[src/hw/rtl/rsa_pkg.sv]
// ---------------------------------------------------------------------------
// rsa_pkg
// Shared types and codes of the reference-counted slot allocator.
// ---------------------------------------------------------------------------
`default_nettype none

package rsa_pkg;

  localparam int unsigned NumSlotsDef  = 16;
  localparam int unsigned CountBitsDef = 16;
  localparam int unsigned GroupBits    = 16;

  typedef enum logic [1:0] {
    CMD_CREATE = 2'd0,
    CMD_GET    = 2'd1,
    CMD_PUT    = 2'd2
  } cmd_e;

  typedef enum logic [1:0] {
    ST_DONE    = 2'd0,
    ST_FULL    = 2'd1,
    ST_IGNORED = 2'd2
  } status_e;

  typedef struct packed {
    logic [1:0] cmd;
    logic [7:0] slot;
  } req_t;

  typedef struct packed {
    logic [1:0]  status;
    logic [7:0]  slot_id;
    logic        inherited;
    logic        freed;
    logic [15:0] count_after;
  } rsp_t;

  // classified request as held in the queue
  typedef struct packed {
    logic [1:0] cmd;
    logic [7:0] slot;
    logic       in_range;
  } entry_t;

endpackage

`default_nettype wire

[src/hw/rtl/rsa_front.sv]
// ---------------------------------------------------------------------------
// rsa_front
// Takes a request, checks the slot id against the table size and hands the
// classified request to the queue.
// ---------------------------------------------------------------------------
`default_nettype none

module rsa_front #(
  parameter int unsigned NUM_SLOTS = rsa_pkg::NumSlotsDef
) (
  input  wire logic          clk_i,
  input  wire logic          rst_ni,
  input  wire logic          start,
  output logic               busy,
  input  wire rsa_pkg::req_t req_i,
  input  wire logic          q_full_i,
  output logic               q_push_o,
  output rsa_pkg::entry_t    q_entry_o
);
  import rsa_pkg::*;

  logic   valid_q, valid_d;
  entry_t entry_q;
  logic   accept;

  assign q_push_o  = valid_q & ~q_full_i;
  assign busy      = valid_q & q_full_i;
  assign accept    = start & ~busy;
  assign q_entry_o = entry_q;

  always_comb begin
    valid_d = valid_q;
    if (q_push_o) valid_d = 1'b0;
    if (accept)   valid_d = 1'b1;
  end

  always_ff @(posedge clk_i or negedge rst_ni) begin
    if (!rst_ni) begin
      valid_q <= 1'b0;
    end else begin
      valid_q <= valid_d;
    end
  end

  always_ff @(posedge clk_i) begin
    if (accept) begin
      entry_q.cmd      <= req_i.cmd;
      entry_q.slot     <= req_i.slot;
      entry_q.in_range <= ({1'b0, req_i.slot} < 9'(NUM_SLOTS));
    end
  end

endmodule

`default_nettype wire

[src/hw/rtl/rsa_queue.sv]
// ---------------------------------------------------------------------------
// rsa_queue
// Two-entry request queue between the front and the back.
// ---------------------------------------------------------------------------
`default_nettype none

module rsa_queue (
  input  wire logic            clk_i,
  input  wire logic            rst_ni,
  input  wire logic            push_i,
  input  wire rsa_pkg::entry_t entry_i,
  output logic                 full_o,
  input  wire logic            pop_i,
  output logic                 valid_o,
  output rsa_pkg::entry_t      entry_o
);
  import rsa_pkg::*;

  entry_t     mem_q [2];
  logic       wptr_q, rptr_q;
  logic [1:0] cnt_q, cnt_d;
  logic       do_push, do_pop;

  assign full_o  = cnt_q[1];
  assign valid_o = (cnt_q != 2'd0);
  assign entry_o = mem_q[rptr_q];
  assign do_push = push_i & ~full_o;
  assign do_pop  = pop_i & valid_o;

  always_comb begin
    cnt_d = cnt_q;
    if (do_push & ~do_pop) cnt_d = cnt_q + 2'd1;
    if (do_pop & ~do_push) cnt_d = cnt_q - 2'd1;
  end

  always_ff @(posedge clk_i or negedge rst_ni) begin
    if (!rst_ni) begin
      wptr_q <= 1'b0;
      rptr_q <= 1'b0;
      cnt_q  <= 2'd0;
    end else begin
      if (do_push) wptr_q <= ~wptr_q;
      if (do_pop)  rptr_q <= ~rptr_q;
      cnt_q <= cnt_d;
    end
  end

  always_ff @(posedge clk_i) begin
    if (do_push) mem_q[wptr_q] <= entry_i;
  end

endmodule

`default_nettype wire

[src/hw/rtl/rsa_back.sv]
// ---------------------------------------------------------------------------
// rsa_back
// Executes create, get and put against the slot table and drives the result.
// ---------------------------------------------------------------------------
`default_nettype none

module rsa_back #(
  parameter int unsigned NUM_SLOTS  = rsa_pkg::NumSlotsDef,
  parameter int unsigned COUNT_BITS = rsa_pkg::CountBitsDef
) (
  input  wire logic            clk_i,
  input  wire logic            rst_ni,
  input  wire logic            q_valid_i,
  input  wire rsa_pkg::entry_t q_entry_i,
  output logic                 q_pop_o,
  output logic                 rsp_valid_o,
  output rsa_pkg::rsp_t        rsp_o
);
  import rsa_pkg::*;

  localparam int unsigned IdxW  = $clog2(NUM_SLOTS);
  localparam int unsigned NumGr = (NUM_SLOTS + GroupBits - 1) / GroupBits;
  localparam int unsigned FreeW = NumGr * GroupBits;
  localparam int unsigned FndW  = IdxW + 4;
  localparam logic [COUNT_BITS-1:0] CntMax = {COUNT_BITS{1'b1}};

  typedef enum logic [1:0] {
    S_IDLE = 2'b01,
    S_EXEC = 2'b10
  } state_e;

  state_e state_q, state_d;

  logic [NUM_SLOTS-1:0]  used_q;
  logic [COUNT_BITS-1:0] cnt0_q;
  logic [COUNT_BITS-1:0] cnt_mem [NUM_SLOTS];
  logic [COUNT_BITS-1:0] rdata_q;
  entry_t                ent_q;
  rsp_t                  rsp_q, rsp_d;
  logic                  rsp_valid_q;

  logic [FreeW-1:0] free_vec;
  logic             grp_any_q [NumGr];
  logic [3:0]       grp_idx_q [NumGr];

  logic                  any_free;
  logic [IdxW-1:0]       found;
  logic [FndW-1:0]       found_full;
  logic [IdxW-1:0]       idx;
  logic                  used;
  logic [COUNT_BITS-1:0] cur;
  logic [COUNT_BITS-1:0] new_cnt;
  logic                  wr_en;
  logic [IdxW-1:0]       wr_addr;
  logic [COUNT_BITS-1:0] wr_data;
  logic                  cnt0_we;
  logic                  used_set, used_clr;
  logic                  exec;
  logic [COUNT_BITS+15:0] cnt_ext;
  logic [IdxW+7:0]        found_ext;

  function automatic logic [3:0] lowest16(input logic [15:0] v);
    logic [3:0] r;
    r = 4'd0;
    for (int i = 15; i >= 0; i--) begin
      if (v[i]) r = 4'(i);
    end
    return r;
  endfunction

  assign exec    = (state_q == S_EXEC);
  assign q_pop_o = (state_q == S_IDLE) & q_valid_i;

  always_comb begin
    unique case (state_q)
      S_IDLE:  state_d = q_pop_o ? S_EXEC : S_IDLE;
      S_EXEC:  state_d = S_IDLE;
      default: state_d = S_IDLE;
    endcase
  end

  // free map, slot 0 and padding never free
  always_comb begin
    free_vec = '0;
    for (int i = 1; i < NUM_SLOTS; i++) begin
      free_vec[i] = ~used_q[i];
    end
  end

  always_ff @(posedge clk_i) begin
    for (int g = 0; g < NumGr; g++) begin
      grp_any_q[g] <= |free_vec[g*GroupBits +: GroupBits];
      grp_idx_q[g] <= lowest16(free_vec[g*GroupBits +: GroupBits]);
    end
  end

  always_comb begin
    any_free   = 1'b0;
    found_full = '0;
    for (int g = NumGr - 1; g >= 0; g--) begin
      if (grp_any_q[g]) begin
        any_free   = 1'b1;
        found_full = (FndW'(g) << 4) | FndW'(grp_idx_q[g]);
      end
    end
  end
  assign found = found_full[IdxW-1:0];

  assign idx  = ent_q.slot[IdxW-1:0];
  assign used = ent_q.in_range & used_q[idx];
  assign cur  = used ? ((idx == '0) ? cnt0_q : rdata_q) : '0;

  always_comb begin
    rsp_d     = '0;
    rsp_d.slot_id = ent_q.slot;
    new_cnt   = cur;
    wr_en     = 1'b0;
    cnt0_we   = 1'b0;
    wr_addr   = idx;
    wr_data   = cur;
    used_set  = 1'b0;
    used_clr  = 1'b0;
    found_ext = {8'b0, found};
    unique case (ent_q.cmd)
      CMD_CREATE: begin
        if (!any_free) begin
          rsp_d.status  = ST_FULL;
          rsp_d.slot_id = '0;
        end else begin
          rsp_d.status    = ST_DONE;
          rsp_d.slot_id   = found_ext[7:0];
          rsp_d.inherited = used;
          new_cnt         = COUNT_BITS'(1);
          wr_en           = 1'b1;
          wr_addr         = found;
          wr_data         = new_cnt;
          used_set        = 1'b1;
        end
      end
      CMD_GET: begin
        if (!used) begin
          rsp_d.status = ST_IGNORED;
        end else begin
          rsp_d.status = ST_DONE;
          if (cur != CntMax) new_cnt = cur + COUNT_BITS'(1);
          wr_data = new_cnt;
          if (idx == '0) cnt0_we = 1'b1;
          else           wr_en   = 1'b1;
        end
      end
      CMD_PUT: begin
        if (!used || (ent_q.slot == 8'd0)) begin
          rsp_d.status = ST_IGNORED;
        end else if (cur <= COUNT_BITS'(1)) begin
          rsp_d.status = ST_DONE;
          rsp_d.freed  = 1'b1;
          new_cnt      = '0;
          used_clr     = 1'b1;
        end else begin
          rsp_d.status = ST_DONE;
          new_cnt      = cur - COUNT_BITS'(1);
          wr_data      = new_cnt;
          wr_en        = 1'b1;
        end
      end
      default: begin
        rsp_d.status = ST_IGNORED;
        new_cnt      = '0;
      end
    endcase
    if (rsp_d.status == ST_FULL) new_cnt = '0;
    cnt_ext           = {16'b0, new_cnt};
    rsp_d.count_after = cnt_ext[15:0];
  end

  always_ff @(posedge clk_i or negedge rst_ni) begin
    if (!rst_ni) begin
      state_q     <= S_IDLE;
      used_q      <= NUM_SLOTS'(1);
      cnt0_q      <= COUNT_BITS'(1);
      rsp_valid_q <= 1'b0;
    end else begin
      state_q     <= state_d;
      rsp_valid_q <= exec;
      if (exec && used_set) used_q[found] <= 1'b1;
      if (exec && used_clr) used_q[idx]   <= 1'b0;
      if (exec && cnt0_we)  cnt0_q        <= wr_data;
    end
  end

  always_ff @(posedge clk_i) begin
    if (exec && wr_en) cnt_mem[wr_addr] <= wr_data;
    if (q_pop_o) begin
      rdata_q <= cnt_mem[q_entry_i.slot[IdxW-1:0]];
      ent_q   <= q_entry_i;
    end
    if (exec) rsp_q <= rsp_d;
  end

  assign rsp_valid_o = rsp_valid_q;
  assign rsp_o       = rsp_q;

endmodule

`default_nettype wire

[src/hw/rtl/refcounted_slot_allocator_unit.sv]
// ---------------------------------------------------------------------------
// refcounted_slot_allocator_unit
// Slot table with used flags and saturating reference counts.
// ---------------------------------------------------------------------------
// A request is taken when start is high and busy is low. Each request gives
// one result, shown on rsp_o for a single cycle with rsp_valid_o high; the
// receiver cannot hold it off and must take it then. A request is checked and
// queued by the front, then executed by the back: the pop from the queue
// registers the read of the count memory, and in S_EXEC the count update and
// the lowest-free search are done and the result is registered. The back pops
// no new request until it has returned to S_IDLE.
// busy rises only while the two-entry queue is full.
`default_nettype none

module refcounted_slot_allocator_unit #(
  parameter int unsigned NUM_SLOTS  = rsa_pkg::NumSlotsDef,
  parameter int unsigned COUNT_BITS = rsa_pkg::CountBitsDef
) (
  input  wire logic          clk_i,
  input  wire logic          rst_ni,
  input  wire logic          start,
  output logic               busy,
  input  wire rsa_pkg::req_t req_i,
  output logic               rsp_valid_o,
  output rsa_pkg::rsp_t      rsp_o
);
  import rsa_pkg::*;

  logic   q_full, q_push, q_valid, q_pop;
  entry_t push_entry, head_entry;

  rsa_front #(
    .NUM_SLOTS (NUM_SLOTS)
  ) u_front (
    .clk_i     (clk_i),
    .rst_ni    (rst_ni),
    .start     (start),
    .busy      (busy),
    .req_i     (req_i),
    .q_full_i  (q_full),
    .q_push_o  (q_push),
    .q_entry_o (push_entry)
  );

  rsa_queue u_queue (
    .clk_i   (clk_i),
    .rst_ni  (rst_ni),
    .push_i  (q_push),
    .entry_i (push_entry),
    .full_o  (q_full),
    .pop_i   (q_pop),
    .valid_o (q_valid),
    .entry_o (head_entry)
  );

  rsa_back #(
    .NUM_SLOTS  (NUM_SLOTS),
    .COUNT_BITS (COUNT_BITS)
  ) u_back (
    .clk_i       (clk_i),
    .rst_ni      (rst_ni),
    .q_valid_i   (q_valid),
    .q_entry_i   (head_entry),
    .q_pop_o     (q_pop),
    .rsp_valid_o (rsp_valid_o),
    .rsp_o       (rsp_o)
  );

endmodule

`default_nettype wire

[config.mk]
export PLATFORM = sky130hd
export DESIGN_NAME = refcounted_slot_allocator_unit
export DESIGN_NICKNAME = d
export VERILOG_FILES = /design/src/hw/rtl/rsa_pkg.sv /design/src/hw/rtl/rsa_front.sv /design/src/hw/rtl/rsa_queue.sv /design/src/hw/rtl/rsa_back.sv /design/src/hw/rtl/refcounted_slot_allocator_unit.sv
export SDC_FILE = /design/constraint.sdc
export NUM_CORES = 1
export LEC_CHECK = 0
export BUFFER_PORTS_ARGS = -buffer_cell sky130_fd_sc_hd__buf_2
export CORE_UTILIZATION = 25
export CTS_CLUSTER_DIAMETER = 60
export DETAILED_ROUTE_END_ITERATION = 10
export GPL_TIMING_DRIVEN = 0
export HOLD_SLACK_MARGIN = 0.02
export PLACE_DENSITY = 0.51
export REMOVE_ABC_BUFFERS = 1
export SYNTH_ARGS = -nofsm -noshare
export SYNTH_HDL_FRONTEND = slang
export SYNTH_HIERARCHICAL = 1
export SYNTH_SLANG_ARGS = --single-unit
[constraint.sdc]
create_clock -name clk_i -period 5.1 [get_ports clk_i]
set_input_delay 1.53 -clock clk_i [delete_from_list [all_inputs] [get_ports clk_i]]
set_output_delay 1.53 -clock clk_i [all_outputs]
set_load 0.02 [all_outputs]
==> flow_metrics.tcl, run 1 <==
set metrics [dict create \
    status "finished clean" \
    maxCapViolCount 0 \
    slew_viol_final 0 \
    synth_top_cell_by_area "edfxtp_1" \
    initial_core_util 0.2534 \
    dp_cells 1935 \
    dr.pass1.iters 5 \
    grt_usage 0.1260 \
    synth_edf_count 344 \
    hpwl_um 28700 \
    area_growth_pct 21.54 \
    clock_latency_ps 580 \
    register_area_um2 11430 \
    drc 0 \
    crit_chain "buf_4 > nand2_1 > a2bb2oi_1 > and3_1 > nor2_4 > or2_2 > ha_1 > nor2_1 > or4_1 > nor2_1 > o21ai_4 > o21bai_4 > o221ai_1" \
    reg2regPathDepth 13 \
    crit_family "compound AO/OA/AOI/OAI gates" \
    ys.flop_type "edfxtp_1" \
    clockBufferDepth 3 \
    hp-class "flop to flop" \
    rsz0062_at_grt "false" \
    critPathRequiredTime_ps 5290 \
    p_total_w 0.01112 \
    die-area_um2 67800 \
    async_reset_ff_frac 0.1028 \
    cp_data_arrival_time_ps 4980 \
    worst_setup_path_start_kind "flop" \
    cp_max_fo 16 \
    grt_max_degree 66 \
    timing.fmax_mhz 208.7 \
    synth_common_cells "344 x edfxtp_1, 80 x mux4_2, 54 x nor2_1" \
    drive_gt1_frac 0.2898 \
    numCtsBuffers 44 \
    drt-initial-drc-count 823 \
    cts_root_buffer "clkbuf_16" \
    irDropWorstVdd_mv 0.2264 \
    worst_pin_slew_ps 1225 \
    cp_common_cell "nor2_1" \
    crit_buf_inv 1 \
    io_buffers 42 \
    fillers 6451 \
    num_rows 94 \
    gp_congestion 0.8665 \
    wl_um 42940 \
    overflow 0 \
    htreeDepth 2 \
    dieHeight_um 260.4 \
    antenna_found_initial 0 \
    via_per_inst 4.834 \
    setup_tns_ps 0 \
    pin_count 43 \
    vias 9880 \
    finalSetupViolations 0 \
    critPathCapture "u_back/cnt_mem[4][15]" \
    clock-sinks 389 \
    instances_no_fill 2044 \
    cpMaxStageDelayCell "o221ai_1" \
    synth_area_leaders "edfxtp_1 62%, mux4_2 11%, dfrtp_1 5.5%" \
    antenna_cells 0 \
    synth_top_area_frac 0.6189 \
    fp.dieW_um 260.4 \
    grt_pass1_wl_um 63710 \
    yosysMostFrequentCell "edfxtp_1" \
    path_class "flop to flop" \
    antenna_left 0 \
    syn_area_per_cell_um2 16.22 \
    r2r-start "u_back/ent_q[4]" \
    relSlewSlack 0.1834 \
    cts_tree "yes" \
    ys_seq_area_frac 0.6851 \
    syn_inst 1029 \
    reg2reg_slack_ps 310 \
    coreArea_um2 65860 \
    synth_seq_cells 389 \
    hold_viol 0 \
    fin_crit_ps 4792 \
    timing.rr.end "u_back/cnt_mem[4][15]" \
    cp-startpoint "u_back/ent_q[4]" \
    skew_ps 24.77 \
    finalCritPeriodShare 0.9397 \
    synth_cell_type_count 80 \
    multiInputGateArea_um2 5274 \
    wl_per_cell_um 21.01 \
    fin_nets 1162 \
    yosys_warnings 6 \
    cp.depth 13 \
    critPathMaxStageDelay_ps 1010 \
    clk_pin_slew_ps 60 \
    cp-end-kind "flop" \
    synthesis.area_um2 16690 \
    p_per_area_nw_per_um2 548.4 \
    grt_pass1_vias 9810 \
    p_leak_nw 6.957 \
]
[placed cells by master (no fill, tap or decap), types with 10 or more instances in the layout]
cell       count
buf_2         42
nand2_1       49
dfrtp_1       37
xor2_1        12
o21ai_0       32
edfxtp_1     344
a21oi_1       43
mux4_2        80
nor4_4        10
clkbuf_16     45
a31oi_1       21
buf_4         66
nand3_1       26
xnor2_1       12
inv_1         17
nor3_1        20
nor2_1        51
mux2i_1       21
[sequential cells by signal (all words and copies together) (netlist names), 2 cells and up]
name / cells
u_back/grp_idx_q: 4
u_back/ent_q: 11
u_back/used_q: 16
u_back/rdata_q: 16
u_back/cnt0_q: 16
u_back/cnt_mem: 256
u_queue/mem_q: 22
u_back/rsp_o: 28
u_back/state_q: 2
u_front/q_entry_o: 11
u_queue/cnt_q: 2
[final cells by class]
type	count	share of cell area
flip-flops and latches	389	0.5637
repair buffers	121	0.04497
inverters	18	0.003331
clock buffers	55	0.05934
well taps	864	0.05329
clock inverters	27	0.01536
multi-input cells	570	0.2600
[worst min-delay path by stage]
stage / start / endpoint / slack [ps] / cells after the start
2_1_floorplan: u_front/q_entry_o[0] / u_queue/mem_q[0][0] / 420 / 0
3_3_place_gp: u_front/q_entry_o[6] / u_queue/mem_q[0][6] / 430 / 0
3_5_place_dp: u_front/q_entry_o[3] / u_queue/mem_q[1][3] / 430 / 0
4_1_cts: u_front/q_entry_o[3] / u_queue/mem_q[0][3] / 450 / 0
5_1_grt: u_front/q_entry_o[3] / u_queue/mem_q[1][3] / 460 / 0
6_report: u_front/q_entry_o[3] / u_queue/mem_q[0][3] / 450 / 0
[per-stage QoR]
stage	utilization	setup slack, ps	area (um^2)	hold WS, ps
floorplan	-	-152.2	16450	421.5
global placement	0.2693	-4000	17740	434.9
detailed placement	0.2784	-1025	18340	431.5
CTS	0.3059	3.976	20150	445.4
global route	0.3080	7.013	20280	457.8
finish	0.3080	307.8	20280	446.9
[report_power, final]
part	switching (W)	internal (W)	total (W)
clock network	0.00131	0.00195	0.00325
logic	0.00203	0.00131	0.00333
registers	0.000331	0.00421	0.00454
[layer usage]
layer	vias to the layer above	routed length, um	GRT usage
met1	5117	18880	0.1702
li1	4386	-	-
met3	81	2073	0.01875
met5	-	0	0
met4	0	1535	0.05084
met2	296	20450	0.2027
[what timing repair did]
action / CTS / global route
hold buffers: 0 / 0
endpoints found under the setup margin: 524 / 464
buffers inserted: 19 / 7
pin swaps: 8 / 1
gates cloned: 0 / 1
resized for setup: 16 / 10
[logic make-up after synthesis]
| kind of cell | count (synthesis) | synth area share |
|---|---|---|
| xor+xnor | 24 | 0.01259 |
| mux | 121 | 0.1348 |
| flops | 389 | 0.6851 |
| buf+inv | 71 | 0.01859 |
| compound gates | 171 | 0.06732 |
| simple gates | 248 | 0.07782 |
| fa+ha+maj | 5 | 0.003748 |
Note: power is estimated with default switching activity, not from simulation.
==> run 2, diff against run 1 <==
CORE_MARGIN = 2   (was unset)
HOLD_SLACK_MARGIN = unset   (was 0.02)
==> run 2 against run 1 <==
Against the previous run:
- critical path depth unchanged
- fmax decreased by 1.2%
- combinational power down 1%
- clock skew is 5.2 ps lower
- wire length grew 0.83%
- count of clock-buffer cells in the layout did not move
- critical endpoint is now u_back/cnt_mem[12][10]
- largest cell class unchanged
- via count shrank 0.60%
- sequential power hardly changed
- sequential share of layout area increased by 0.79 points
- flip-flop and latch count unchanged
==> flow_metrics.tcl, run 2 (synthesis results as in run 1) <==
set metrics [dict create \
    status "finished clean" \
    worst_setup_path_start_kind "flop" \
    clk_pin_slew_ps 60 \
    instances_no_fill 2028 \
    timing.fmax_mhz 206.1 \
    dieHeight_um 262.4 \
    antenna_left 0 \
    io_buffers 42 \
    cpMaxStageDelayCell "or4_4" \
    num_rows 94 \
    finalCritPeriodShare 0.9514 \
    reg2regPathDepth 13 \
    relSlewSlack 0.07685 \
    grt_pass1_wl_um 64760 \
    slew_viol_final 0 \
    htreeDepth 2 \
    largest-register "u_back/cnt_mem" \
    coreArea_um2 65980 \
    r2r-start "u_back/ent_q[4]" \
    irDropWorstVdd_mv 0.2286 \
    hpwl_um 29310 \
    cp_max_fo 39 \
    drt-initial-drc-count 1065 \
    largest_reg_flops 256 \
    layout_common_cells "344 x edfxtp_1, 80 x mux4_2, 58 x buf_4" \
    fin_nets 1149 \
    drc 0 \
    p_leak_nw 6.809 \
    p_total_w 0.01091 \
    die-area_um2 68840 \
    cts_root_buffer "clkbuf_16" \
    antenna_found_initial 0 \
    hold_buffers 0 \
    hp-start "u_front/q_entry_o[8]" \
    cp_data_arrival_time_ps 5160 \
    min_delay_path_depth 0 \
    worst_pin_slew_ps 1385 \
    timing.rr.end "u_back/cnt_mem[12][10]" \
    clock-sinks 389 \
    overflow 0 \
    layout_commonest_cell "edfxtp_1" \
    rsz0062_at_grt "false" \
    crit_buf_inv 2 \
    p_per_area_nw_per_um2 545.4 \
    gp_congestion 0.8387 \
    area_growth_pct 19.86 \
    critPathRequiredTime_ps 5410 \
    maxCapViolCount 0 \
    cts_tree "yes" \
    crit_family "simple AND/OR/NAND/NOR gates" \
    crit_chain "buf_4 > or4_4 > mux2i_2 > or2_2 > ha_1 > nor2_1 > or4_1 > nor2_1 > o21ai_4 > o21bai_4 > a2bb2oi_1 > o21ai_1 > buf_4" \
    dp_cells 1941 \
    vias 9821 \
    pin_count 43 \
    min_to "u_queue/mem_q[1][8]" \
    dr.pass1.iters 6 \
    hp-class "flop to flop" \
    critPathMaxStageDelay_ps 840 \
    fin_crit_ps 4852 \
    grt_usage 0.1246 \
    skew_ps 19.60 \
    antenna_cells 0 \
    initial_core_util 0.2529 \
    via_per_inst 4.843 \
    fp.dieW_um 262.4 \
    grt_pass1_vias 9973 \
    drive_gt1_frac 0.2758 \
    grt_max_degree 66 \
    clock_latency_ps 580 \
    clockBufferDepth 3 \
    hold_viol 0 \
    reg2reg_slack_ps 250 \
    path_class "flop to flop" \
    wl_per_cell_um 21.35 \
    wl_um 43290 \
    numCtsBuffers 44 \
    finalSetupViolations 0 \
    cp-end-kind "flop" \
]
==> run 2: cell types whose count changed in the layout (fill, tap and decap cells not counted), sizes merged <==
cell      delta
clkinvlp     +1
bufinv       -2
or4          -1
buf         -12
inv          +2
clkinv       -4
==> run 2: worst reg2reg max path: cells and delay by family (launching register included) <==
| family | cells | cell delay, ps |
|---|---|---|
| fa+ha+maj | 1 | 260 |
| compound gates | 4 | 1210 |
| mux | 1 | 460 |
| buf+inv | 2 | 450 |
| flops | 1 | 460 |
| simple gates | 5 | 1750 |
==> run 2: per-stage QoR <==
step	area, um^2	hold slack [ps]	TNS [ps]	utilization	setup WS (ps)
after global placement	17740	428.5	-1153350	0.2688	-4100
final	20000	448.9	0	0.3032	247.8
after CTS	19900	451.4	-1795	0.3016	-126.3
after detailed placement	18370	440.3	-291560	0.2785	-913.8
after global routing	20000	455.6	0	0.3032	6.334
after floorplan	16450	421.5	-38950	-	-152.2
==> run 2: layer usage <==
layer,track usage,up-vias,wire (um)
met3,0.02183,86,2175
met5,0,-,0
met1,0.1704,5058,19220
met2,0.1977,323,20390
li1,-,4354,-
met4,0.04784,0,1509
==> run 2: area by class of cell <==
cell class / instances / area (um^2)
flip-flops and latches: 389 / 11430
well taps: 864 / 1081
clock inverters: 24 / 231.5
fillers: 6449 / 45980
multi-input cells: 569 / 5251
inverters: 18 / 67.56
repair buffers: 109 / 774.5
clock buffers: 55 / 1164
==> run 2: power breakdown <==
part / switching (W) / internal [W] / total, W
sequential: 0.000326 / 0.00421 / 0.00453
clock: 0.00130 / 0.00179 / 0.00308
combinational: 0.00202 / 0.00128 / 0.00329
==> run 2: worst max path at each step <==
| stage | startpoint | to | slack [ps] | cells past startpoint |
|---|---|---|---|---|
| 5_1_grt | u_back/ent_q[4] | u_back/cnt_mem[4][12] | 6 | 12 |
| 3_3_place_gp | u_back/ent_q[2] | u_back/cnt_mem[14][11] | -4100 | 13 |
| 2_1_floorplan | u_back/ent_q[2] | u_back/cnt_mem[8][0] | -150 | 13 |
| 3_5_place_dp | u_back/ent_q[2] | u_back/cnt_mem[14][12] | -910 | 14 |
| 4_1_cts | u_back/ent_q[1] | u_back/cnt_mem[9][9] | -130 | 13 |
| 6_report | u_back/ent_q[4] | u_back/cnt_mem[12][10] | 250 | 13 |
==> run 2: what timing repair did <==
action | in CTS | in global routing
resized for setup | 12 | 15
pin swaps | 0 | 2
setup buffers | 7 | 1
setup endpoints to repair | 529 | 479
==> run 3, diff against run 2 <==
RECOVER_POWER = 50   (was unset)
==> run 3 against run 2 <==
Against the previous run:
- the flow now finishes with violations (capacitance limit, slew limit)
- total power decreased by 0.49%
- critical endpoint is now u_back/cnt_mem[2][4]
- largest cell class unchanged
- register-to-register slack lost 80 ps
- combinational power fell by 2%
- critical path type unchanged
==> flow_metrics.tcl, run 3 (synthesis results as in run 1) <==
set metrics [dict create \
    power.share.combinational 0.298 \
    area_growth_pct 18.82 \
    worst_pin_slew_ps 2758 \
    fin_crit_ps 4928 \
    internal_power_w 0.007235 \
    sw_frac_of_total 0.3336 \
    finalSetupViolations 0 \
    antenna_left 0 \
    wl_per_cell_um 21.35 \
    gp_congestion 0.8387 \
    drive_gt1_frac 0.2268 \
    setup_tns_ps 0 \
    wl_um 43300 \
    violations "capacitance limit, slew limit" \
    die-area_um2 68840 \
    status "complete, but fails checks" \
    fin_nets 1149 \
    via_per_inst 4.828 \
    drt-initial-drc-count 1013 \
    slew_viol_final 163 \
    largest_reg_flops 256 \
    fp.dieW_um 262.4 \
    largest-register "u_back/cnt_mem" \
    dieHeight_um 262.4 \
    grt_usage 0.1246 \
    reg2reg_slack_ps 170 \
    irDropWorstVdd_mv 0.2277 \
    num_rows 94 \
    dr.pass1.iters 5 \
    pin_count 43 \
    timing.fmax_mhz 202.9 \
    dp_cells 1941 \
    p_leak_nw 6.633 \
    hp-class "flop to flop" \
    cp-end-kind "flop" \
    switching_power_w 0.003621 \
    grt_pass1_wl_um 64760 \
    clock-sinks 389 \
    grt_max_degree 66 \
    p_clk_frac 0.284 \
    p_per_area_nw_per_um2 547.4 \
    antenna_cells 0 \
    cts_root_buffer "clkbuf_16" \
    numCtsBuffers 44 \
    path_class "flop to flop" \
    layout_common_cells "344 x edfxtp_1, 80 x mux4_2, 54 x clkbuf_1" \
    grt_pass1_vias 9973 \
    cp_max_fo 39 \
    overflow 0 \
    instances_no_fill 2028 \
    clock_latency_ps 580 \
    initial_core_util 0.2529 \
    clk_pin_slew_ps 60 \
    skew_ps 20.70 \
    rsz0062_at_grt "false" \
    worst_setup_path_start_kind "flop" \
    finalCritPeriodShare 0.9662 \
    cp_data_arrival_time_ps 5210 \
    hold_viol 0 \
    vias 9791 \
    coreArea_um2 65980 \
    relSlewSlack -0.8387 \
    clockBufferDepth 3 \
    io_buffers 42 \
    critPathRequiredTime_ps 5380 \
    maxCapViolCount 4 \
    hpwl_um 29310 \
    htreeDepth 2 \
    seqPwrFrac 0.418 \
    drc 0 \
    cts_tree "yes" \
    antenna_found_initial 0 \
    layout_commonest_cell "edfxtp_1" \
]
==> run 3: timing repair <==
item	CTS	global route
resized for setup	12	15
pin swaps	0	2
hold buffers	0	0
setup buffers	7	1
setup endpoints to repair	529	479
==> run 3: area by class of cell <==
class | count | area [um^2]
fill | 6481 | 46150
sequential | 389 | 11430
multi-input combinational | 569 | 5180
clock buffer | 55 | 1164
tap | 864 | 1081
timing repair buffer | 109 | 673.1
clock inverter | 24 | 231.5
inverter | 18 | 67.56
==> run 3: metrics by stage <==
stage               power [W]  setup WS, ps  area (um^2)  utilization  hold slack, ps
global route          0.01138         9.737        19830       0.3006           455.6
finish                0.01086         172.4        19830       0.3006           448.7
floorplan            0.006664        -152.2        16450            -           421.5
detailed placement   0.007735        -913.8        18370       0.2785           440.3
global placement     0.007658         -4100        17740       0.2688           428.5
CTS                   0.01094        -126.3        19900       0.3016           451.4
==> run 3: per-layer routing <==
metal / up-vias / routed length [um] / track usage
li1: 4361 / - / -
met1: 5053 / 19130 / 0.1704
met2: 298 / 20560 / 0.1977
met3: 79 / 2137 / 0.02183
met4: 0 / 1471 / 0.04784
met5: - / 0 / 0
==> run 3: worst max-delay path: stages (launching register included) <==
cell       delay, ps
edfxtp_1         460
buf_4            210
or4_4            840
mux2i_2          320
or2_2            360
ha_1             290
nor2_1           210
or3_1            130
nor3_1            60
o21ai_4          350
a2bb2oi_4        100
buf_12           180
nor4_4           500
clkbuf_1         350
buf_4            240
==> run 3: worst paths after layout <==
path / start / cells past startpoint / to
worst min register to register: u_front/q_entry_o[8] / 0 / u_queue/mem_q[1][8]
worst max-delay path: u_back/ent_q[4] / 14 / u_back/cnt_mem[2][4]
worst max register to register: u_back/ent_q[4] / 14 / u_back/cnt_mem[2][4]
worst min-delay path: u_front/q_entry_o[8] / 0 / u_queue/mem_q[1][8]
max in group asynchronous: rst_ni / 1 / u_back/cnt0_q[2]
min in group asynchronous: rst_ni / 1 / u_front/valid_q
==> run 3: power by group through the flow <==
| stage | Clock, W | Sequential, W | Combinational, W |
|---|---|---|---|
| 6_report | 0.00308 | 0.00454 | 0.00324 |
| 2_1_floorplan | 0 | 0.00456 | 0.00210 |
| 4_1_cts | 0.00317 | 0.00453 | 0.00324 |
| 3_5_place_dp | 0 | 0.00463 | 0.00310 |
| 5_1_grt | 0.00328 | 0.00458 | 0.00351 |
| 3_3_place_gp | 0 | 0.00463 | 0.00302 |
